===== config.mk =====
export PLATFORM = sky130hd
export DESIGN_NAME = trace_format_grammar_check
export DESIGN_NICKNAME = d
export VERILOG_FILES = /design/src/hw/rtl/tfgc_pkg.sv /design/src/hw/rtl/trace_format_grammar_check.sv /design/src/hw/rtl/tfgc_step.sv
export VERILOG_INCLUDE_DIRS = /design/src /design/src/hw/rtl
export SDC_FILE = /design/constraint.sdc
export NUM_CORES = 1
export LEC_CHECK = 0
export BUFFER_PORTS_ARGS = -buffer_cell sky130_fd_sc_hd__buf_4
export CAP_MARGIN = 30
export CORE_UTILIZATION = 25
export DETAILED_ROUTE_END_ITERATION = 8
export MAX_ROUTING_LAYER = met4
export PLACE_DENSITY_LB_ADDON = 0.3
export REMOVE_ABC_BUFFERS = 1
export SETUP_SLACK_MARGIN = 0.5
export SLEW_MARGIN = 20
export SYNTH_ARGS = -nofsm -noshare
export SYNTH_HDL_FRONTEND = slang
export SYNTH_SLANG_ARGS = --single-unit

===== constraint.sdc =====
create_clock -name clk -period 4 [get_ports clk]
set_input_delay 0.8 -clock clk [delete_from_list [all_inputs] [get_ports clk]]
set_output_delay 0.8 -clock clk [all_outputs]
set_load 0.005 [all_outputs]

===== src/hw/rtl/trace_format_grammar_check_macros.svh =====
// assertion macros used by the grammar checker rtl
// depends on a clock named clk and an active-low reset named rst_n in the using module
`ifndef TRACE_FORMAT_GRAMMAR_CHECK_MACROS_SVH
`define TRACE_FORMAT_GRAMMAR_CHECK_MACROS_SVH

// same-cycle implication
`define TFGC_ASSERT_NOW(label, ante, cons, msg) \
  label: assert property (@(posedge clk) disable iff (!rst_n) (ante) |-> (cons)) \
    else $error(msg);

// next-cycle implication
`define TFGC_ASSERT_NEXT(label, ante, cons, msg) \
  label: assert property (@(posedge clk) disable iff (!rst_n) (ante) |=> (cons)) \
    else $error(msg);

`endif


===== src/hw/rtl/tfgc_pkg.sv =====
// types, character codes and classifier functions for the format grammar checker
// no dependencies
package tfgc_pkg;

  typedef enum logic [3:0] {
    PH_PREFIX      = 4'd0,
    PH_KEY_REST    = 4'd1,
    PH_VALUE_START = 4'd2,
    PH_CONV        = 4'd3,
    PH_STATIC_RUN  = 4'd4,
    PH_AFTER_CONV  = 4'd5,
    PH_SEPARATOR   = 4'd6
  } phase_t;

  typedef struct packed {
    phase_t      phase;
    logic [2:0]  prefix_pos;
    logic [1:0]  ell_count;
    logic        first_pair;
    logic        rejected;
    logic        terminated;
  } parse_state_t;

  localparam parse_state_t ST_RESET = '{
    phase:      PH_PREFIX,
    prefix_pos: 3'd0,
    ell_count:  2'd0,
    first_pair: 1'b1,
    rejected:   1'b0,
    terminated: 1'b0
  };

  localparam logic [2:0] PREFIX_LAST = 3'd5;
  localparam logic [1:0] ELL_MAX     = 2'd2;

  localparam logic [7:0] CH_NUL   = 8'h00;
  localparam logic [7:0] CH_SPACE = 8'h20;
  localparam logic [7:0] CH_PCT   = 8'h25;
  localparam logic [7:0] CH_DASH  = 8'h2d;
  localparam logic [7:0] CH_DOT   = 8'h2e;
  localparam logic [7:0] CH_COLON = 8'h3a;
  localparam logic [7:0] CH_EQ    = 8'h3d;
  localparam logic [7:0] CH_UNDER = 8'h5f;
  localparam logic [7:0] CH_L     = 8'h6c;
  localparam logic [7:0] CH_D     = 8'h64;
  localparam logic [7:0] CH_I     = 8'h69;
  localparam logic [7:0] CH_U     = 8'h75;
  localparam logic [7:0] CH_O     = 8'h6f;
  localparam logic [7:0] CH_X_LO  = 8'h78;
  localparam logic [7:0] CH_X_UP  = 8'h58;

  // expected byte at each position of "event="
  function automatic logic [7:0] prefix_char(input logic [2:0] pos);
    logic [7:0] c;
    unique case (pos)
      3'd0:    c = 8'h65;
      3'd1:    c = 8'h76;
      3'd2:    c = 8'h65;
      3'd3:    c = 8'h6e;
      3'd4:    c = 8'h74;
      3'd5:    c = CH_EQ;
      default: c = CH_NUL;
    endcase
    return c;
  endfunction

  function automatic logic is_alpha(input logic [7:0] c);
    return (c >= 8'h61 && c <= 8'h7a) || (c >= 8'h41 && c <= 8'h5a);
  endfunction

  function automatic logic is_key_char(input logic [7:0] c);
    return is_alpha(c) || (c >= 8'h30 && c <= 8'h39) ||
           c == CH_UNDER || c == CH_DASH || c == CH_DOT;
  endfunction

  function automatic logic is_value_char(input logic [7:0] c);
    return is_key_char(c) || c == CH_COLON;
  endfunction

  function automatic logic is_conv_char(input logic [7:0] c);
    return c == CH_D || c == CH_I || c == CH_U || c == CH_O ||
           c == CH_X_LO || c == CH_X_UP;
  endfunction

  // string may only end after a static run or a full conversion
  function automatic logic end_ok(input phase_t ph);
    return ph == PH_STATIC_RUN || ph == PH_AFTER_CONV;
  endfunction

endpackage


===== src/hw/rtl/trace_format_grammar_check.sv =====
// channel | dir | handshake          | payload
// in_     | in  | in_valid/in_stall  | in_ch[7:0], in_last
// out_    | out | out_valid/out_stall| out_valid_res
//
// one byte per cycle while in_stall is low; a verdict is registered as its last beat advances
// the parser state is updated by one pass of tfgc_step out of the input register
// rst_n is synchronous; the parser restarts at the "event=" prefix after reset
// in_stall rises only when a last beat sits in the input register and a
// verdict still waits in the output register under out_stall
// top level of the format grammar checker; depends on tfgc_pkg, tfgc_step and the macros header
`include "trace_format_grammar_check_macros.svh"

module trace_format_grammar_check (
  input  logic       clk,
  input  logic       rst_n,
  input  logic       in_valid,
  output logic       in_stall,
  input  logic [7:0] in_ch,
  input  logic       in_last,
  output logic       out_valid,
  input  logic       out_stall,
  output logic       out_valid_res
);

  logic                   s1_valid_r, s1_valid_nxt;
  logic [7:0]             s1_ch_r;
  logic                   s1_last_r;
  logic                   s1_adv;
  logic                   in_take;
  tfgc_pkg::parse_state_t state_r, state_nxt, step_st;
  logic                   step_verdict;
  logic                   out_valid_r, out_valid_nxt;
  logic                   out_res_r;

  tfgc_step u_step (
    .st      (state_r),
    .ch      (s1_ch_r),
    .last    (s1_last_r),
    .st_nxt  (step_st),
    .verdict (step_verdict)
  );

  // a non-last beat never needs the output register
  assign s1_adv   = s1_valid_r && (!s1_last_r || !out_valid_r || !out_stall);
  assign in_stall = s1_valid_r && !s1_adv;
  assign in_take  = in_valid && !in_stall;

  always_comb begin
    s1_valid_nxt  = in_take ? 1'b1 : (s1_adv ? 1'b0 : s1_valid_r);
    state_nxt     = s1_adv ? step_st : state_r;
    out_valid_nxt = out_valid_r && out_stall;
    if (s1_adv && s1_last_r) begin
      out_valid_nxt = 1'b1;
    end
  end

  always_ff @(posedge clk) begin
    if (!rst_n) begin
      s1_valid_r  <= 1'b0;
      out_valid_r <= 1'b0;
      state_r     <= tfgc_pkg::ST_RESET;
    end else begin
      s1_valid_r  <= s1_valid_nxt;
      out_valid_r <= out_valid_nxt;
      state_r     <= state_nxt;
    end
  end

  always_ff @(posedge clk) begin
    if (in_take) begin
      s1_ch_r   <= in_ch;
      s1_last_r <= in_last;
    end
    if (s1_adv && s1_last_r) begin
      out_res_r <= step_verdict;
    end
  end

  assign out_valid     = out_valid_r;
  assign out_valid_res = out_res_r;

  `TFGC_ASSERT_NEXT(a_last_gives_verdict, s1_adv && s1_last_r, out_valid_r,
    "last beat did not produce a verdict")
  `TFGC_ASSERT_NEXT(a_restart_after_last, s1_adv && s1_last_r,
    state_r.phase == tfgc_pkg::PH_PREFIX && !state_r.rejected && !state_r.terminated,
    "parser not restarted after last beat")
  `TFGC_ASSERT_NOW(a_term_phase_ok, state_r.terminated && !state_r.rejected,
    state_r.phase == tfgc_pkg::PH_STATIC_RUN || state_r.phase == tfgc_pkg::PH_AFTER_CONV,
    "terminated string accepted in a bad phase")
  `TFGC_ASSERT_NOW(a_stall_needs_full_out, in_stall,
    s1_valid_r && s1_last_r && out_valid_r && out_stall,
    "input stalled without a blocked verdict")

endmodule


===== src/hw/rtl/tfgc_step.sv =====
// next-state function of the grammar parser for one byte, plus end-of-string verdict
// depends on tfgc_pkg
module tfgc_step (
  input  tfgc_pkg::parse_state_t st,
  input  logic [7:0]             ch,
  input  logic                   last,
  output tfgc_pkg::parse_state_t st_nxt,
  output logic                   verdict
);

  tfgc_pkg::parse_state_t work;
  logic                   rej;

  always_comb begin
    work = st;
    rej  = 1'b0;
    if (!st.terminated) begin
      if (ch == tfgc_pkg::CH_NUL) begin
        if (!tfgc_pkg::end_ok(st.phase)) begin
          work.rejected = 1'b1;
        end
        work.terminated = 1'b1;
      end else if (!st.rejected) begin
        unique case (st.phase)
          tfgc_pkg::PH_PREFIX: begin
            if (st.prefix_pos > tfgc_pkg::PREFIX_LAST ||
                ch != tfgc_pkg::prefix_char(st.prefix_pos)) begin
              rej = 1'b1;
            end else if (st.prefix_pos == tfgc_pkg::PREFIX_LAST) begin
              work.prefix_pos = 3'd0;
              work.phase      = tfgc_pkg::PH_VALUE_START;
            end else begin
              work.prefix_pos = st.prefix_pos + 3'd1;
            end
          end
          tfgc_pkg::PH_KEY_REST: begin
            if (ch == tfgc_pkg::CH_EQ) begin
              work.phase = tfgc_pkg::PH_VALUE_START;
            end else if (!tfgc_pkg::is_key_char(ch)) begin
              rej = 1'b1;
            end
          end
          tfgc_pkg::PH_VALUE_START: begin
            if (ch == tfgc_pkg::CH_PCT) begin
              // no conversion in the first pair
              if (st.first_pair) begin
                rej = 1'b1;
              end else begin
                work.ell_count = 2'd0;
                work.phase     = tfgc_pkg::PH_CONV;
              end
            end else if (tfgc_pkg::is_value_char(ch)) begin
              work.phase = tfgc_pkg::PH_STATIC_RUN;
            end else begin
              rej = 1'b1;
            end
          end
          tfgc_pkg::PH_CONV: begin
            if (ch == tfgc_pkg::CH_L && st.ell_count < tfgc_pkg::ELL_MAX) begin
              work.ell_count = st.ell_count + 2'd1;
            end else if (tfgc_pkg::is_conv_char(ch)) begin
              work.phase = tfgc_pkg::PH_AFTER_CONV;
            end else begin
              rej = 1'b1;
            end
          end
          tfgc_pkg::PH_STATIC_RUN: begin
            if (ch == tfgc_pkg::CH_SPACE) begin
              work.phase = tfgc_pkg::PH_SEPARATOR;
            end else if (!tfgc_pkg::is_value_char(ch)) begin
              rej = 1'b1;
            end
          end
          tfgc_pkg::PH_AFTER_CONV: begin
            if (ch == tfgc_pkg::CH_SPACE) begin
              work.phase = tfgc_pkg::PH_SEPARATOR;
            end else begin
              rej = 1'b1;
            end
          end
          tfgc_pkg::PH_SEPARATOR: begin
            if (tfgc_pkg::is_alpha(ch) || ch == tfgc_pkg::CH_UNDER) begin
              work.first_pair = 1'b0;
              work.phase      = tfgc_pkg::PH_KEY_REST;
            end else begin
              rej = 1'b1;
            end
          end
          default: rej = 1'b1;
        endcase
        if (rej) begin
          work.rejected = 1'b1;
        end
      end
    end

    // last beat: close the string if still open, give verdict, start over
    if (last) begin
      if (!work.terminated && !tfgc_pkg::end_ok(work.phase)) begin
        work.rejected = 1'b1;
      end
      verdict = !work.rejected;
      st_nxt  = tfgc_pkg::ST_RESET;
    end else begin
      verdict = 1'b0;
      st_nxt  = work;
    end
  end

endmodule

Word-level counts from Yosys, hierarchy flattened
Index checks and enable logic that the tools add are counted.
{"block": "word_totals", "ff_bits": 24, "input_bits": 13, "wordCells": 156}
{"block": "classes", "add_sub_neg": 2, "n_lt_le_gt_ge": 8, "eq_ne": 35, "n_mux": 52, "n_reduce_logical": 48}
{"op": "equality test 8 x 7 -> 1 bit (second input constant)", "n": 8}
{"op": "equality test 8 x 6 -> 1 bit (second input constant)", "n": 6}
{"op": "2-to-1 mux 4 bit", "n": 9}
{"op": "case mux 7 bit (5 select lines)", "n": 1}
{"op": "2-to-1 mux 8 bit", "n": 4}
{"op": "2-to-1 mux 1 bit", "n": 25}
{"op": "2-to-1 mux 12 bit", "n": 2}
{"op": "case mux 4 bit (6 select lines)", "n": 1}
{"op": "equality test 4 x 3 -> 1 bit (second input constant)", "n": 5}
{"op": "logical OR 1 bit", "n": 17}
{"op": ">= comparator 8 x 7 -> 1 bit (second input constant)", "n": 2}
{"op": "less-or-equal comparator 8 x 7 -> 1 bit (second input constant)", "n": 2}
{"op": "AND reduction 6 bit", "n": 2}
{"op": "2-to-1 mux 11 bit", "n": 1}
{"op": "logical AND 1 bit", "n": 10}
{"op": "2-to-1 mux 10 bit", "n": 1}
{"op": "equality test 4 x 2 -> 1 bit (second input constant)", "n": 2}
{"op": ">= comparator 8 x 6 -> 1 bit (second input constant)", "n": 1}
{"op": "less-or-equal comparator 8 x 6 -> 1 bit (second input constant)", "n": 1}
{"op": "logical NOT 1 bit", "n": 8}
{"op": "logical NOT 8 bit", "n": 1}
{"op": "inequality test 2 bit (second input constant)", "n": 4}
{"op": "inequality test 8 bit", "n": 1}
{"op": "AND reduction 8 bit", "n": 1}
{"op": "other kinds (20)", "n": 30}

Depth between registers and ports, before layout
Gate-level depths: netlist of run 1.
{"block": "depth", "word_depth": 25, "depth_mapped": 10, "depth_no_buf": 9}

By module
From an unflattened synthesis of run 1, not the netlist that was laid out.
{"block": "hier_totals", "cells_unflattened": 238, "hier_area_um2": 2034.5}
{"mod": "tfgc_step", "n_inst": 1, "cells_each": 164, "area_each_um2": 1142.3, "seq_area_each_um2": 0.0}
{"mod": "trace_format_grammar_check", "n_inst": 1, "cells_each": 74, "area_each_um2": 892.1, "seq_area_each_um2": 580.6}

Worst setup path after synthesis of run 1
Ideal clock, no wire load.
{"block": "synth_path", "path_type": "register to register", "from": "register state_r[7] (netlist bit)", "to": "register state_r[5] (netlist bit)", "setup_ps": 121, "arrival_time_ps": 2434, "t_required_ps": 3879, "path_slack_ps": 1445, "stages_incl_launch_ff": 11, "path_buffers": 1, "period_less_slack_ps": 2555, "cell_sequence": "dfxtp_1 -> clkbuf_1 -> inv_1 -> ha_1 -> nand2b_1 -> nor4_1 -> o221ai_1 -> nor3_1 -> nand3_1 -> o311a_1 -> mux2_2"}
{"block": "synth_between", "elab_chain_len": 11, "word_cells_on_any_way": 24}
{"item": "from (decl)", "line_no": "trace_format_grammar_check.sv:30", "source": "tfgc_pkg::parse_state_t state_r, state_nxt, step_st;"}
{"item": "from (signal assigned)", "line_no": "trace_format_grammar_check.sv:61", "source": "state_r <= tfgc_pkg::ST_RESET;"}
{"item": "from (signal assigned)", "line_no": "trace_format_grammar_check.sv:65", "source": "state_r <= state_nxt;"}
{"item": "equality test 3 x 2 -> 1 bit or logical NOT 3 bit (tied branches)", "line_no": "tfgc_pkg.sv:55", "source": "unique case (pos)"}
{"item": "OR reduction 2 bit (no source line)"}
{"item": "case mux 7 bit (5 select lines)", "line_no": "tfgc_pkg.sv:55"}
{"item": "2-to-1 mux 8 bit", "line_no": "tfgc_step.sv:24", "source": "unique case (st.phase)"}
{"item": "2-to-1 mux 8 bit", "line_no": "tfgc_step.sv:23", "source": "end else if (!st.rejected) begin"}
{"item": "2-to-1 mux 8 bit", "line_no": "tfgc_step.sv:18", "source": "if (ch == tfgc_pkg::CH_NUL) begin"}
{"item": "2-to-1 mux 8 bit", "line_no": "tfgc_step.sv:17", "source": "if (!st.terminated) begin"}
{"item": "inequality test 8 bit", "line_no": "tfgc_step.sv:27", "source": "ch != tfgc_pkg::prefix_char(st.prefix_pos)) begin"}
{"item": "logical OR 1 bit", "line_no": "tfgc_step.sv:26", "source": "if (st.prefix_pos > tfgc_pkg::PREFIX_LAST ||"}
{"item": "inequality test 2 bit (no source line)"}
{"item": "AND reduction 6 bit (no source line)"}
Several ways; a longest one is shown, not always the timed one. The select of a mux whose other input is x is not followed.
A chain may end at the register's enable or synchronous reset.

Worst setup path in the final report of run 1
{"block": "layout_path", "from": "register state_r[7] (netlist bit)", "to": "register out_res_r, in the netlist out_valid_res (data pin)"}
{"block": "layout_between", "elab_chain_len": 21, "word_cells_on_any_way": 36}
{"item": "equality test 3 x 2 -> 1 bit or logical NOT 3 bit (tied branches)", "line_no": "tfgc_pkg.sv:55"}
{"item": "OR reduction 2 bit (no source line)"}
{"item": "case mux 7 bit (5 select lines)", "line_no": "tfgc_pkg.sv:55"}
{"item": "2-to-1 mux 8 bit", "line_no": "tfgc_step.sv:24"}
{"item": "2-to-1 mux 8 bit", "line_no": "tfgc_step.sv:23"}
{"item": "2-to-1 mux 8 bit", "line_no": "tfgc_step.sv:18"}
{"item": "2-to-1 mux 8 bit", "line_no": "tfgc_step.sv:17"}
{"item": "inequality test 8 bit", "line_no": "tfgc_step.sv:27"}
{"item": "(+5 left out)"}
{"item": "2-to-1 mux 1 bit or 2-to-1 mux 12 bit (tied branches)", "line_no": "tfgc_step.sv:17"}
{"item": "2-to-1 mux 1 bit or equality test 4 x 3 -> 1 bit (tied branches)", "line_no": "tfgc_step.sv:91, tfgc_pkg.sv:87"}
{"item": "2-to-1 mux 11 bit *", "line_no": "tfgc_step.sv:23"}
{"item": "2-to-1 mux 1 bit or logical NOT 1 bit (tied branches)", "line_no": "tfgc_step.sv:18, tfgc_step.sv:99"}
{"item": "2-to-1 mux 12 bit *", "line_no": "tfgc_step.sv:17"}
{"item": "2-to-1 mux 1 bit *", "line_no": "tfgc_step.sv:99", "source": "if (!work.terminated && !tfgc_pkg::end_ok(work.phase)) begin"}
{"item": "2-to-1 mux 1 bit *", "line_no": "tfgc_step.sv:98", "source": "if (last) begin"}
{"item": "logical NOT 1 bit *", "line_no": "tfgc_step.sv:102", "source": "verdict = !work.rejected;"}
{"item": "to (signal assigned)", "line_no": "trace_format_grammar_check.sv:75", "source": "out_res_r <= step_verdict;"}
{"item": "to (decl)", "line_no": "trace_format_grammar_check.sv:33", "source": "logic out_res_r;"}
Mark *: on every way between the ends. The rest lies on a longest branch, timed or not. The select of a mux whose other input is x is not followed.

==> results of run 1 <==
[path summary, 6_finish.rpt]
path | from | endpoint | slack, ns | cells past startpoint
min reg2reg | out_valid$_SDFF_PN0_ | out_valid$_SDFF_PN0_ | 0.48 | 2
max reg2reg | state_r[7]$_SDFFE_PN0P_ | out_valid_res$_SDFFCE_PN0P_ | 1.16 | 9
max | state_r[7]$_SDFFE_PN0P_ | out_valid_res$_SDFFCE_PN0P_ | 1.16 | 9
min | out_valid$_SDFF_PN0_ | out_valid$_SDFF_PN0_ | 0.48 | 2
[report_power, final]
part           leakage, nW  internal (mW)  switching [mW]
Combinational        0.469         0.0307          0.0305
Clock               0.0288         0.0879          0.0795
Sequential           0.210          0.263          0.0174
[final cells by class]
cell class,count,area share [%]
clock buffers,4,2.75
inverters,4,0.750
multi-input cells,172,55.5
flip-flops and latches,24,29.0
well taps,96,6.00
repair buffers,16,6.00
[through the flow]
stage	cells	cell area, um2	total power, mW	hold slack, ns
floorplan	200	1710	0.320	0.464
finish	316	2000	0.509	0.483
CTS	315	1990	0.514	0.491
detailed placement	311	1940	0.347	0.478
global placement	311	1940	0.347	0.467
global route	316	2000	0.537	0.524
[per-layer routing]
layer	GRT usage (%)	wire length [um]	up-vias
li1	-	-	825
met1	17.2	1990	747
met2	19.1	2020	37
met3	1.81	174	11
met4	5.30	96	0
met5	-	0	-
[synth_stat cells, types with 4 or more instances]
master	number	area, um2
sky130_fd_sc_hd__nor3_1	11	55.1
sky130_fd_sc_hd__nor3b_1	6	45.0
sky130_fd_sc_hd__a21oi_1	7	35.0
sky130_fd_sc_hd__nand4_1	4	25.0
sky130_fd_sc_hd__edfxtp_1	10	300
sky130_fd_sc_hd__o21ai_0	14	70.1
sky130_fd_sc_hd__clkbuf_1	9	33.8
sky130_fd_sc_hd__nand4b_1	4	35.0
sky130_fd_sc_hd__nor4_1	4	25.0
sky130_fd_sc_hd__and2_1	4	25.0
sky130_fd_sc_hd__and3_1	4	25.0
sky130_fd_sc_hd__nor2b_1	8	50.1
sky130_fd_sc_hd__dfxtp_1	14	280
sky130_fd_sc_hd__nand2_1	17	63.8
sky130_fd_sc_hd__nor2_1	16	60.1
sky130_fd_sc_hd__nand2b_1	7	43.8
sky130_fd_sc_hd__inv_1	4	15.0
sky130_fd_sc_hd__nand3_1	5	25.0
[worst reg2reg max path: stages, from the launching register on]
cell	delay [ns]
sky130_fd_sc_hd__dfxtp_1	0.51
sky130_fd_sc_hd__inv_1	0.10
sky130_fd_sc_hd__ha_1	0.24
sky130_fd_sc_hd__nand2b_1	0.19
sky130_fd_sc_hd__nor4_1	0.24
sky130_fd_sc_hd__o221ai_1	0.16
sky130_fd_sc_hd__nor3_1	0.38
sky130_fd_sc_hd__a21oi_1	0.17
sky130_fd_sc_hd__a311oi_1	0.47
sky130_fd_sc_hd__and4b_1	0.25
[state kept, by name, indices dropped and copies added (netlist names)]
register and count:
s1_last_r 1, s1_ch_r 8, out_valid 1, s1_valid_r 1
state_r 12, out_valid_res 1
[cells by family after synthesis]
group	Yosys count	share of synthesized area, %
mux	4	2.40
buf+inv	19	4.72
compound gates	53	20.5
xor+xnor	1	0.493
fa+ha+maj	1	0.705
simple gates	113	38.5
flops	24	32.7
==> impl_summary.txt, run 1 <==
----------------------------------------------------
[Critical path]
  Slowest Stage Delay on Critical Path ... 0.51 ns
  Critical Path Source Type ... register
  Delay-heaviest family, CP ... simple AND/OR/NAND/NOR gates
  Combined buffer and inverter count along the critical path ... 1
  Critical Path End Type ... register
  Cell-by-cell trace of the critical path ... inv_1 -> ha_1 -> nand2b_1 -> nor4_1 -> o221ai_1 -> nor3_1 -> a21oi_1 -> a311oi_1 -> and4b_1
  Arrival time worst endpoint ... 2.99 ns
  Highest net fanout along the worst path ... 11
  Path type of the worst setup path ... reg2reg
  Cell with the biggest individual delay on the critical path ... sky130_fd_sc_hd__dfxtp_1
  WP data required ... 4.14 ns

[Floorplan]
  Die boundary width ... 86.3 um
  Number of placed I/O pins ... 16
  Chip Height ... 86.3 um
  Core area ... 6830 um2
  Initial Utilization ... 26.0%
  Total number of placement rows ... 30
  Total Die Area ... 7440 um2

[Routing]
  # DRC ... 0
  Total vias in the final route ... 1620
  Final wirelength ... 4280 um
  Via count normalized by instance count ... 5.13
  Mean routed wirelength per cell ... 13.5 um
  Routed Antenna Nets ... 0
  Number of design-rule violations left by the first detailed-router iteration ... 139
  First-pass iteration count of the detailed router ... 4

[Finish]
  Layout cells sized above 1 ... 15.9%
  Final #Nets ... 235
  Most common cell after layout, fill and taps aside ... sky130_fd_sc_hd__nand2_1
  Diodes inserted ... 0
  Filler Cells Inserted ... 767
  Register area ... 581 um2
  Area taken by multi-input logic gates ... 1110 um2
  Area Overhead vs Synth ... 12.8%
  Finished Core Util ... 29.3%
  Commonest cells after routing, fill and taps aside ... 17 x sky130_fd_sc_hd__nand2_1, 16 x sky130_fd_sc_hd__nor2_1, 16 x sky130_fd_sc_hd__buf_4

[Placement]
  Final weighted congestion of routability-driven global placement ... 0.924
  Count of port buffers added during placement ... 15
  Detailed-placement wirelength estimate ... 3180 um
  Minimum setup slack after placement ... 1.16 ns

[CTS]
  Clock tree buffer depth ... 2
  Worst skew pair latency ... 0.27 ns
  Number of buffers created by CTS ... 3
  Number of buffers added for setup after CTS ... 0
  Clock tree root driver cell ... sky130_fd_sc_hd__clkbuf_8
  Depth of the CTS H-tree ... 1
  # hold bufs at CTS ... 0
  Clock Pin Slew Worst Setup and Hold Paths ... 0.09 ns
  Sink Count ... 24
  Clock tree from TritonCTS ... built
  Post-cts repair resize count ... 0

[Synth]
  Count of flip-flops with a built-in enable after synthesis ... 10
  Synth warn ... 0
  Instance count of the mapped netlist ... 215
  Post-synthesis instance area ... 1780 um2
  Top_reg_cell synth ... sky130_fd_sc_hd__dfxtp_1
  Async SR Flop Fraction ... 0%
  Number of synthesized register bits ... 24
  Mean area per synthesized cell ... 8.26 um2
  Number of distinct library cell variants in the gate-level netlist after synthesis ... 63
  Share of the yosys chip area belonging to registers ... 32.7%

[Run status]
  Result of the run ... finished clean

[Pwr]
  Worst IR Drop VDD ... 132 uV
  Leakage power summed over all cells ... 0.708 nW
  Power per standard cell area ... 254 nW/um2

[GRT]
  Overflow after GRT ... 0
  Global router's overall resource usage ... 12.8%
  Vias in the first global route ... 1510
  Wire length of the first global-routing pass ... 7420 um
  Initial antenna violation count ... 0
  Pin count of the biggest net entering global routing ... 20

[STA]
  Number of hold-slack violations in the final timing report ... 0
  Actual slew at the worst max-slew pin ... 0.597 ns
  Achievable Freq ... 352 MHz
  Shortest period the worst path allows ... 2.84 ns
  Skew final ... 0.00628 ns
  Unrepaired setup endpoints after global routing ... no
  Share of the clock period used by the worst path after layout ... 71.1%
  Final worst-path setup slack ... 1.16 ns
  Normalized max-slew margin ... 59.9%
  Number of max-slew violations in the final report ... 0
  Final-layout setup total negative slack ... 0 ns
  Final setup viols ... 0

[Worst hold path]
  Worst Hold Class ... reg2reg

[Flow run]
  # Max-Cap Violations ... 0

----------------------------------------------------
Power figures use the tool's default switching activity.
==> run 2, diff against run 1 <==
- clock period: 4 -> 2.69 ns (I/O delays scaled with it)
==> run 2 against run 1 <==
Effect of this change: total power increased by 63%; sequential power increased by 44%; combinational power increased by 120%; final area increased by 16%; routed wire length increased by 13%; critical path depth decreased by 2; global-route usage increased by 1.2 points; critical path type unchanged; critical endpoint is now state_r[3]$_SDFFE_PN0P_.
==> impl_summary.txt, run 2 (synthesized netlist as in run 1, its figures left out) <==
----------------------------------------------------
[Run status]
  Result of the run ... finished clean

[Floorplan]
  Total number of placement rows ... 30
  Initial Utilization ... 26.0%
  Die boundary width ... 86.3 um
  Chip Height ... 86.3 um
  Core area ... 6830 um2
  Number of placed I/O pins ... 16
  Total Die Area ... 7440 um2

[Critical path]
  Path type of the worst setup path ... reg2reg
  Critical Path End Type ... register
  Highest net fanout along the worst path ... 4
  Critical Path Source Type ... register
  WP data required ... 2.86 ns
  Arrival time worst endpoint ... 2.57 ns
  Worst Reg-to-Reg Cells ... 7

[Routing]
  Total vias in the final route ... 1768
  Final wirelength ... 4840 um
  Via count normalized by instance count ... 5.18
  First-pass iteration count of the detailed router ... 4
  Routed Antenna Nets ... 0
  # DRC ... 0
  Number of design-rule violations left by the first detailed-router iteration ... 126
  Mean routed wirelength per cell ... 14.2 um

[Pwr]
  Sequential fraction of design power ... 49.0%
  Power per standard cell area ... 357 nW/um2
  Leakage power summed over all cells ... 0.871 nW
  Combinational cell fraction of total power ... 16.0%
  Pint ... 0.617 mW
  Total power after layout ... 0.828 mW
  Net switching power of the design ... 0.211 mW
  Worst IR Drop VDD ... 180 uV
  Clock share of power ... 35.0%
  Share of total power consumed by net switching ... 25.5%

[Finish]
  Layout cells sized above 1 ... 31.0%
  Diodes inserted ... 0
  Top Registers ... state_r x12, s1_ch_r x8
  Most common cell after layout, fill and taps aside ... sky130_fd_sc_hd__buf_4
  Max reg flops ... 12
  Largest Register ... state_r
  Final #Nets ... 260
  Area Overhead vs Synth ... 30.8%
  Commonest cells after routing, fill and taps aside ... 41 x sky130_fd_sc_hd__buf_4, 17 x sky130_fd_sc_hd__nand2_1, 16 x sky130_fd_sc_hd__nor2_1

[CTS]
  Clock tree from TritonCTS ... built
  Worst skew pair latency ... 0.27 ns
  Number of buffers created by CTS ... 3
  Sink Count ... 24
  Clock Pin Slew Worst Setup and Hold Paths ... 0.09 ns
  Clock tree buffer depth ... 2
  # hold bufs at CTS ... 0
  Depth of the CTS H-tree ... 1
  Clock tree root driver cell ... sky130_fd_sc_hd__clkbuf_8

[Flow run]
  # Max-Cap Violations ... 0

[Placement]
  Final weighted congestion of routability-driven global placement ... 0.911
  Detailed-placement wirelength estimate ... 3510 um
  Count of port buffers added during placement ... 15

[STA]
  Number of max-slew violations in the final report ... 0
  Achievable Freq ... 418 MHz
  Unrepaired setup endpoints after global routing ... yes
  Worst Hold Slack ... 0.433 ns
  Actual slew at the worst max-slew pin ... 0.588 ns
  Final-layout setup total negative slack ... 0 ns
  Number of hold-slack violations in the final timing report ... 0
  Skew final ... 0.00386 ns
  Share of the clock period used by the worst path after layout ... 89.0%
  Final setup viols ... 0
  Shortest period the worst path allows ... 2.39 ns
  Normalized max-slew margin ... 60.7%

[Worst hold path]
  Number of cells on the worst hold path ... 1
  Worst Hold Class ... in2reg

[GRT]
  Pin count of the biggest net entering global routing ... 16
  Global router's overall resource usage ... 14.0%
  Initial antenna violation count ... 0
  Overflow after GRT ... 0
  Wire length of the first global-routing pass ... 7940 um
  Vias in the first global route ... 1601

----------------------------------------------------
run 2: layout make-up:
type	count	area [um2]
Multi-Input combinational cell	172	1230
Inverter	4	15.0
Fill cell	723	4510
Timing Repair Buffer	41	308
Tap cell	96	120
Clock buffer	4	66.3
Sequential cell	24	583
run 2: per-stage QoR:
stage                     utilization [%]  std cells  setup slack, ns  cell area (um2)
after global routing                 34.0        341            0.160             2320
after global placement               30.1        327            0.191             2060
after floorplan                         -        200            0.238             1710
after CTS                            32.8        336            0.291             2240
final                                34.0        341            0.295             2320
after detailed placement             30.1        327            0.224             2060
run 2: per-layer routing:
layer	GRT usage [%]	vias up	routed length, um
met5	-	-	0
met4	5.30	0	101
met3	1.52	9	148
met2	23.4	40	2400
met1	17.4	847	2180
li1	-	872	-
run 2: power by group through the flow:
stage / sequential, mW / combinational, mW / clock [mW]
after global routing: 0.408 / 0.145 / 0.315
after detailed placement: 0.415 / 0.112 / 0
after floorplan: 0.418 / 0.0586 / 0
final: 0.406 / 0.133 / 0.290
after CTS: 0.407 / 0.120 / 0.302
after global placement: 0.415 / 0.114 / 0
run 2: repair_timing:
item	4_1_cts	5_1_grt
pin swaps	12	4
cloned	0	0
gates resized for setup	17	7
hold endpoints to repair	0	0
setup endpoints to repair	10	10
setup buffers	5	5
run 2: path summary, 6_finish.rpt:
| kind | startpoint | to | slack [ns] |
|---|---|---|---|
| setup reg to reg | s1_ch_r[4]$_DFFE_PP_ | state_r[3]$_SDFFE_PN0P_ | 0.30 |
| hold reg to reg | out_valid$_SDFF_PN0_ | out_valid$_SDFF_PN0_ | 0.50 |
| setup / recovery | s1_ch_r[4]$_DFFE_PP_ | state_r[3]$_SDFFE_PN0P_ | 0.30 |
| hold / removal | in_ch[7] | s1_ch_r[7]$_DFFE_PP_ | 0.43 |
run 2: worst max-delay path: stages, from the launching register on:
cell	delay, ns
sky130_fd_sc_hd__edfxtp_1	0.44
sky130_fd_sc_hd__or4b_4	0.56
sky130_fd_sc_hd__or3_1	0.31
sky130_fd_sc_hd__or4_4	0.44
sky130_fd_sc_hd__a21oi_2	0.14
sky130_fd_sc_hd__o21a_2	0.17
sky130_fd_sc_hd__mux2i_1	0.18
sky130_fd_sc_hd__nor2b_1	0.05
==> run 3, diff against run 2 <==
- PLACE_DENSITY_LB_ADDON: 0.3 -> 0.1
==> run 3 against run 2 <==
Effect of this change: clock-buffer cell count unchanged; core utilization increased by 0.15 points; die area unchanged; via count decreased by 1.4%; combinational power increased by 6%; critical path type unchanged; total power increased by 0.52%; non-clock buffer count increased by 4.
==> impl_summary.txt, run 3 (synthesized netlist as in run 1, its figures left out) <==
----------------------------------------------------
[Run status]
  Result of the run ... finished clean

[Finish]
  Final #Nets ... 264
  Most common cell after layout, fill and taps aside ... sky130_fd_sc_hd__buf_4
  Layout cells sized above 1 ... 32.9%
  Final cell area excluding filler cells ... 2330 um2
  Finished Core Util ... 34.1%
  Diodes inserted ... 0
  Register area ... 583 um2
  Top Registers ... state_r x12, s1_ch_r x8
  Largest Register ... state_r
  Commonest cells after routing, fill and taps aside ... 45 x sky130_fd_sc_hd__buf_4, 17 x sky130_fd_sc_hd__nand2_1, 16 x sky130_fd_sc_hd__nor2_1
  Area Overhead vs Synth ... 31.4%
  Max reg flops ... 12
  Filler Cells Inserted ... 765
  Area taken by multi-input logic gates ... 1210 um2

[STA]
  Final-layout setup total negative slack ... 0 ns
  Unrepaired setup endpoints after global routing ... yes
  Normalized max-slew margin ... 74.2%
  Achievable Freq ... 419 MHz
  Number of max-slew violations in the final report ... 0
  Final setup viols ... 0
  Share of the clock period used by the worst path after layout ... 88.7%
  Skew final ... 0.00631 ns
  Number of hold-slack violations in the final timing report ... 0
  Actual slew at the worst max-slew pin ... 0.378 ns
  Shortest period the worst path allows ... 2.39 ns

[Routing]
  Final wirelength ... 5040 um
  # DRC ... 0
  First-pass iteration count of the detailed router ... 5
  Routed Antenna Nets ... 0
  Mean routed wirelength per cell ... 14.6 um
  Via count normalized by instance count ... 5.06
  Number of design-rule violations left by the first detailed-router iteration ... 98
  Total vias in the final route ... 1744

[GRT]
  Initial antenna violation count ... 0
  Wire length of the first global-routing pass ... 8260 um
  Overflow after GRT ... 0
  Global router's overall resource usage ... 14.5%
  Pin count of the biggest net entering global routing ... 15
  Vias in the first global route ... 1664

[Floorplan]
  Core area ... 6830 um2
  Total number of placement rows ... 30
  Chip Height ... 86.3 um
  Total Die Area ... 7440 um2
  Die boundary width ... 86.3 um
  Number of placed I/O pins ... 16
  Initial Utilization ... 26.0%

[Flow run]
  # Max-Cap Violations ... 0

[Critical path]
  Critical Path End Type ... register
  Worst Reg-to-Reg Cells ... 7
  Critical Path Source Type ... register
  WP data required ... 2.86 ns
  Arrival time worst endpoint ... 2.56 ns
  Path type of the worst setup path ... reg2reg
  Highest net fanout along the worst path ... 4

[Pwr]
  Sequential fraction of design power ... 48.9%
  Clock share of power ... 34.2%
  Share of total power consumed by net switching ... 25.0%
  Worst IR Drop VDD ... 186 uV
  Combinational cell fraction of total power ... 16.9%
  Net switching power of the design ... 0.208 mW
  Power per standard cell area ... 357 nW/um2
  Pint ... 0.624 mW
  Leakage power summed over all cells ... 0.874 nW

[CTS]
  Clock tree root driver cell ... sky130_fd_sc_hd__clkbuf_8
  Clock tree buffer depth ... 2
  Sink Count ... 24
  Clock Pin Slew Worst Setup and Hold Paths ... 0.09 ns
  Clock tree from TritonCTS ... built
  Depth of the CTS H-tree ... 1
  Number of buffers created by CTS ... 3
  # hold bufs at CTS ... 0
  Worst skew pair latency ... 0.27 ns

[Placement]
  Count of port buffers added during placement ... 15
  Final weighted congestion of routability-driven global placement ... 0.810
  Post-place instance area ... 2100 um2
  Detailed-placement wirelength estimate ... 3760 um

[Worst hold path]
  Number of cells on the worst hold path ... 1
  Worst Hold Class ... in2reg

----------------------------------------------------
==> run 3: cell types whose count changed in the layout (fill, tap and decap cells not counted), sizes merged <==
cell / delta
buf: +4
==> run 3: path summary, 6_finish.rpt <==
kind                        start                      end  slack [ns]
min                       in_last      s1_last_r$_DFFE_PP_        0.44
min reg2reg  out_valid$_SDFF_PN0_     out_valid$_SDFF_PN0_        0.50
max          s1_ch_r[6]$_DFFE_PP_  state_r[3]$_SDFFE_PN0P_        0.30
max reg2reg  s1_ch_r[6]$_DFFE_PP_  state_r[3]$_SDFFE_PN0P_        0.30
==> run 3: repair_timing <==
action / 4_1_cts / 5_1_grt
resized for setup: 15 / 8
pin swaps: 5 / 1
buffers inserted: 7 / 1
setup endpoints to repair: 10 / 10
==> run 3: through the flow <==
step / setup slack [ns] / std cells / hold slack (ns) / power [mW]
after detailed placement: 0.137 / 333 / 0.492 / 0.540
after floorplan: 0.238 / 200 / 0.464 / 0.476
after CTS: 0.315 / 344 / 0.428 / 0.845
final: 0.303 / 345 / 0.437 / 0.833
after global placement: 0.0584 / 333 / 0.468 / 0.543
after global routing: 0.198 / 345 / 0.421 / 0.881
==> run 3: power by group through the flow <==
stage                     clock network [mW]  registers (mW)  logic [mW]
final                                  0.285           0.407       0.141
after global routing                   0.317           0.410       0.155
after CTS                              0.301           0.407       0.137
after detailed placement                   0           0.418       0.122
after global placement                     0           0.419       0.124
after floorplan                            0           0.418      0.0586
==> run 3: area by class of cell <==
class                           instances  area share [%]
Multi-Input combinational cell        172            51.9
Sequential cell                        24            25.0
Timing Repair Buffer                   45            14.5
Tap cell                               96            5.15
Clock buffer                            4            2.84
Inverter                                4           0.644
==> run 3: critical path: stages (launching register included) <==
cell	delay, ns
sky130_fd_sc_hd__edfxtp_1	0.42
sky130_fd_sc_hd__or4b_4	0.58
sky130_fd_sc_hd__or3_1	0.33
sky130_fd_sc_hd__or4_4	0.44
sky130_fd_sc_hd__a21oi_2	0.13
sky130_fd_sc_hd__o21a_2	0.16
sky130_fd_sc_hd__mux2i_1	0.18
sky130_fd_sc_hd__nor2b_1	0.06
==> run 3: metal layers <==
layer	GRT usage, %	share of wire [%]	up-vias
met2	23.4	48	27
met1	19.4	48	838
met4	3.64	0.65	0
li1	-	-	877
met3	1.43	3.1	2
met5	-	0	-
